## src/sv/onv_pkg.sv

```systemverilog
// Shared constants, register codes and controller/datapath structs for the
// octave value noise unit. No dependencies.
package onv_pkg;

    // Grid geometry
    localparam int GRID_LG   = 6;
    localparam int GRID_SIZE = 1 << GRID_LG;
    localparam int CELL_W    = 2 * GRID_LG;
    localparam int CELLS     = 1 << CELL_W;
    localparam int DIST_W    = GRID_LG + 1;
    localparam int WT_W      = 2 * GRID_LG + 1;
    localparam int OCT_W     = $clog2(GRID_LG + 1);

    // Arithmetic widths
    localparam int SEED_W    = 16;
    localparam int W_W       = 2 * GRID_LG + SEED_W;
    localparam int SCALE_W   = 32;
    localparam int PROD_W    = SEED_W + SCALE_W;
    localparam int SUM_W     = PROD_W + 4;
    localparam int ACC_W     = SCALE_W + 3;
    localparam int OCTC_W    = 4;
    localparam int BIAS_W    = 16;
    localparam int BIAS_FRAC = 8;

    // Configuration port
    localparam int CFG_IDX_W  = 2;
    localparam int CFG_DATA_W = 16;
    localparam logic [CFG_IDX_W-1:0] CFG_OCTAVE_COUNT = 2'd0;
    localparam logic [CFG_IDX_W-1:0] CFG_BIAS         = 2'd1;

    localparam logic [OCTC_W-1:0]  OCT_COUNT_RESET = 4'd8;
    localparam logic [BIAS_W-1:0]  BIAS_RESET      = 16'd512;
    localparam logic [SCALE_W-1:0] SCALE_ONE       = 32'h0001_0000;

    // Opcodes
    localparam logic OP_LOAD  = 1'b0;
    localparam logic OP_QUERY = 1'b1;

    typedef struct packed {
        logic       load_we;
        logic       q_init;
        logic       w_clear;
        logic       rd_en;
        logic [1:0] rd_corner;
        logic       mac_en;
        logic       val_en;
        logic       accum_en;
        logic       sdiv_start;
        logic       scale_upd;
        logic       fdiv_start;
        logic       out_zero;
        logic       out_fdiv;
    } onv_cmd_t;

    typedef struct packed {
        logic oct_none;
        logic last_oct;
        logic acc_zero;
        logic div_done;
    } onv_stat_t;

endpackage

```

## src/sv/onv_ctrl.sv

```systemverilog
// Controller state machine sequencing loads, octave passes and the final
// normalization. Depends on onv_pkg.
module onv_ctrl
    import onv_pkg::*;
(
    input  logic      clk,
    input  logic      rst_n,
    input  logic      start,
    input  logic      opcode,
    input  onv_stat_t stat,
    output logic      busy,
    output onv_cmd_t  cmd
);

    typedef enum logic [2:0] {
        S_IDLE,
        S_OCT,
        S_RD,
        S_VAL,
        S_ACC,
        S_SDIV,
        S_FINAL,
        S_FDIV
    } state_t;

    state_t     state_reg, state_next;
    logic [2:0] corner_reg, corner_next;

    // Next state and commands
    always_comb
    begin
        state_next    = state_reg;
        corner_next   = corner_reg;
        cmd           = '0;
        cmd.rd_corner = corner_reg[1:0];
        unique case (state_reg)
            S_IDLE:
            begin
                if (start)
                begin
                    if (opcode == OP_LOAD)
                    begin
                        cmd.load_we = 1'b1;
                    end
                    else
                    begin
                        cmd.q_init = 1'b1;
                        state_next = S_OCT;
                    end
                end
            end
            S_OCT:
            begin
                if (stat.oct_none)
                begin
                    state_next = S_FINAL;
                end
                else
                begin
                    cmd.w_clear = 1'b1;
                    corner_next = '0;
                    state_next  = S_RD;
                end
            end
            S_RD:
            begin
                cmd.rd_en   = (corner_reg != 3'd4);
                cmd.mac_en  = (corner_reg != 3'd0);
                corner_next = corner_reg + 1'b1;
                if (corner_reg == 3'd4)
                begin
                    state_next = S_VAL;
                end
            end
            S_VAL:
            begin
                cmd.val_en = 1'b1;
                state_next = S_ACC;
            end
            S_ACC:
            begin
                cmd.accum_en = 1'b1;
                if (stat.last_oct)
                begin
                    state_next = S_FINAL;
                end
                else
                begin
                    cmd.sdiv_start = 1'b1;
                    state_next     = S_SDIV;
                end
            end
            S_SDIV:
            begin
                if (stat.div_done)
                begin
                    cmd.scale_upd = 1'b1;
                    state_next    = S_OCT;
                end
            end
            S_FINAL:
            begin
                if (stat.acc_zero)
                begin
                    cmd.out_zero = 1'b1;
                    state_next   = S_IDLE;
                end
                else
                begin
                    cmd.fdiv_start = 1'b1;
                    state_next     = S_FDIV;
                end
            end
            S_FDIV:
            begin
                if (stat.div_done)
                begin
                    cmd.out_fdiv = 1'b1;
                    state_next   = S_IDLE;
                end
            end
            default:
            begin
                state_next = S_IDLE;
            end
        endcase
    end

    // Hold state
    always_ff @(posedge clk or negedge rst_n)
    begin
        if (!rst_n)
        begin
            state_reg  <= S_IDLE;
            corner_reg <= '0;
        end
        else
        begin
            state_reg  <= state_next;
            corner_reg <= corner_next;
        end
    end

    assign busy = (state_reg != S_IDLE);

endmodule

```

## config.mk

```make
export PLATFORM = sky130hd
export DESIGN_NAME = onv_ctrl
export DESIGN_NICKNAME = d
export VERILOG_FILES = /design/src/sv/onv_pkg.sv /design/src/sv/onv_ctrl.sv
export SDC_FILE = /design/constraint.sdc
export NUM_CORES = 1
export LEC_CHECK = 0
export ABC_AREA = 1
export BUFFER_PORTS_ARGS = -buffer_cell sky130_fd_sc_hd__buf_4
export CORE_AREA = 2 2 39 41
export DETAILED_ROUTE_END_ITERATION = 7
export DIE_AREA = 0 0 41 43
export GPL_TIMING_DRIVEN = 1
export PLACE_DENSITY = 0.69
export SKIP_CTS_REPAIR_TIMING = 1
export SLEW_MARGIN = 5
export SYNTH_ARGS = -nofsm -noshare
export SYNTH_HDL_FRONTEND = slang
export SYNTH_SLANG_ARGS = --single-unit
```

## constraint.sdc

```tcl
create_clock -name clk -period 1.4 [get_ports clk]
set_input_delay 0 -clock clk [delete_from_list [all_inputs] [get_ports clk]]
set_output_delay 0 -clock clk [all_outputs]
set_load 0.05 [all_outputs]
```

Word level (Yosys, flattened, before mapping)
Index checks and enable logic that the tools add are counted.

operators by class
  reductions and logical operators = 6
  add/subtract/negate cells = 1
  multiplexer cells = 28
  equal/unequal tests = 15

operators with widths
  kind                                                 number
  2-to-1 mux 3 bit                                     8
  one-hot mux 3 bit (8 select lines)                   1
  equality test 3 bit, second input constant           5
  2-to-1 mux 1 bit                                     13
  != test 2 bit, second input constant                 6
  2-to-1 mux 2 bit                                     5
  equality test 3 x 2 -> 1 bit, second input constant  2
  one-hot mux 3 bit (2 select lines)                   1
  nonzero test 3 bit                                   2
  AND reduction 5 bit                                  1
  adder 3 x 1 -> 3 bit, second input constant          1
  equality test 3 x 1 -> 1 bit, second input constant  1
  logical NOT 3 bit                                    1
  != test 3 bit, second input constant                 1
  AND reduction 2 bit                                  1
  nonzero test 2 bit                                   1

storage, ports and cells
  bits of input ports = 8
  register bits = 6
  word-level logic and storage cells = 52

Logic depth before layout (Yosys ltp)
  word-level depth = 3
  depth in mapped cells = 8
  gate-level depth less buffers = 8

Least setup slack after synthesis
No wires, ideal clock.

  path kind = flip-flop to output port
  start = register state_reg[0]
  end = output port cmd[13] (netlist name)
  stages on the path, launching flop included = 5
  data arrival time = 2.130 ns
  required time = 1.400 ns
  buffers on the path = 1
  slack = -0.730 ns
  path through = dfrtp_1 -> buf_4 -> nor2_2 -> nand2_2 -> nor3b_1

RTL lines
  what                    line             RTL
  start, declared         onv_ctrl.sv:26   state_t state_reg, state_next;
  start signal, assigned  onv_ctrl.sv:139  state_reg <= state_next;
  end, declared           onv_ctrl.sv:12   output onv_cmd_t cmd

==> out/results.tsv <==
metric	value	unit
status	completed	
cts_buffer_depth	2	
p_int	794	uW
grt_pass1_wl	1970	um
worstSetupStartpointType	flip-flop	
synth_cells	76	
powerDensity	2500	mW/mm^2
layout_commonest_cell	buf_4	
cts_tree	built	
hold_violations	0	
synth_area	524	um^2
pre_cts_slack	0.207	ns
cp_top_family	flip-flops	
area_delta_synth_final	45.8	%
p_seq_share	21.3	%
die_area	0.00176	mm^2
cp.required	1.40	ns
min_period_over_period	95.9	%
numClockSinks	6	
n_antenna_cell	0	
synth_area_leaders	dfrtp_1 (29%), inv_1 (10%), nand2_1 (10%)	
overflow	0	
dp_hpwl	981	um
slowest_delay	0.49	ns
peakVddDrop	1.24	mV
grt_setup_unrepaired	yes	
netlist.area_leader.share	28.6	%
cp_num_buf_inv	1	
synth_area_per_cell	6.90	um^2
critPathCaptureType	output port	
seq_area	154	um^2
gp_congestion	0.879	
finalClockSkew	0.00480	ns
fin_ws	0.0576	ns
multiInputGateArea	312	um^2
cts_made_buffers	3	
crit_fanout	9	
syn_nets	86	
grt_max_degree	11	
synth_cell_type_count	21	
h-tree-depth	1	
antenna_found_initial	0	
slew_viol_final	0	
globalRouteTotalUtil	16.3	%
drtIter0Drc	7	
clk_pin_slew	0.05	ns
die_w	41	um
cap_viol_max_count	0	
worst_slew_pin_slew	0.225	ns
start_util	37.9	%
fill_cells	143	
p_leak	0.000427	uW
cpMaxStageDelayCell	dfrtp_2	
avgRoutedWirePerCell	11.1	um
die_y	43	um
yosysSeqAreaShare	28.6	%
hp-class	in2reg	
ant_nets	0	
worst-setup-path-type	reg2out	
clkLatencyLatePin	0.24	ns
fp-row-count	14	
combPwrFrac	70.5	%
relSlewSlack	85.0	%
first_pass_iters	4	
core	0.00138	mm^2
io_buffer_count	22	
worstPathCellList	nor2_4 -> nand2_2 -> nor3b_2 -> buf_6	
timing.fmax	745	MHz
synth_seq_cells	6	
cts-root-buf	clkbuf_4	
nets	112	
vias	577	
via_per_inst	4.97	
synth_top_area_cell	dfrtp_1	
clockPowerShare	8.3	%
grt_pass1_vias	499	
layout_min_cycle_time	1.34	ns
yosys_warnings	0	
hold_ws	0.0733	ns
p_sw_share	58.4	%
ios	23	
final_cell_mix	buf_4 (21), inv_1 (14), nand2_1 (14), nand3_1 (8)	
wirelength	1290	um
setup_violations	0	
drc	0	
switching_power	1110	uW
critPathArrivalTime	1.34	ns
drive_above_1_share	47.0	%
==> worst min-delay path, cell delays in order <==
cell     delay, ns
buf_4         0.10
nor2_4        0.04
inv_1         0.09
nand2_1       0.06
==> path summary, 6_finish.rpt <==
kind / startpoint / endpoint / slack (ns) / depth (start not counted)
worst min register to register: corner_reg[1] / corner_reg[1] / 0.58 / 2
worst max-delay path: state_reg[0] / cmd[13] / 0.06 / 4
worst min-delay path: stat[0] / state_reg[0] / 0.07 / 4
max in group asynchronous: rst_n / state_reg[1] / 1.16 / 2
worst max register to register: corner_reg[0] / state_reg[1] / 0.21 / 8
min in group asynchronous: rst_n / corner_reg[2] / 0.11 / 2
==> cell type report <==
cell class	count	share of cell area [%]
flip-flops and latches	6	20.1
clock buffers	3	2.95
repair buffers	24	24.9
well taps	16	2.62
inverters	17	8.67
multi-input cells	50	40.8
==> logic make-up (layout without fill, tap and decap cells) <==
logic type      after synthesis  in the layout  synth area share [%]
compound gates                6              6                  6.68
xor+xnor                      1              1                  1.67
flops                         6              6                  28.6
fa+ha+maj                     2              2                  4.77
simple gates                 41             41                  41.3
buf+inv                      20             44                  16.9
==> routing by layer <==
layer | routed length [um] | track usage, % | vias to the layer above
li1 | - | - | 286
met1 | 505 | 19.9 | 263
met2 | 680 | 26.9 | 28
met3 | 101 | 3.14 | 0
met4 | 0 | 6.00 | 0
met5 | 0 | 0 | -
==> power groups by stage <==
| stage | Sequential [uW] | Combinational [uW] | Clock [uW] |
|---|---|---|---|
| 2_1_floorplan | 330 | 1070 | 0 |
| 3_3_place_gp | 393 | 1270 | 0 |
| 3_5_place_dp | 394 | 1290 | 0 |
| 4_1_cts | 391 | 1290 | 163 |
| 5_1_grt | 420 | 1460 | 175 |
| 6_report | 406 | 1350 | 158 |
==> synthesized netlist by cell type, drive strengths merged <==
| master | number |
|---|---|
| xnor2 | 1 |
| nand4 | 1 |
| a21oi | 1 |
| o22ai | 1 |
| nor3b | 1 |
| o2111ai | 1 |
| dfrtp | 6 |
| nor3 | 3 |
| ha | 2 |
| nor2 | 8 |
| buf | 3 |
| nand2 | 18 |
| inv | 17 |
| o21ai | 3 |
| nand3 | 10 |
==> per-stage QoR <==
stage | area [um^2] | instances | power (uW) | setup TNS (ns) | util [%]
after CTS | 728 | 114 | 1850 | -0.0602 | 52.6
after floorplan | 543 | 76 | 1400 | -0.690 | -
after detailed placement | 706 | 111 | 1680 | 0 | 51.0
after global placement | 706 | 111 | 1670 | 0 | 51.0
after global routing | 764 | 116 | 2050 | -0.0149 | 55.2
final | 764 | 116 | 1910 | 0 | 55.2
(Power assumes the default switching activity.)
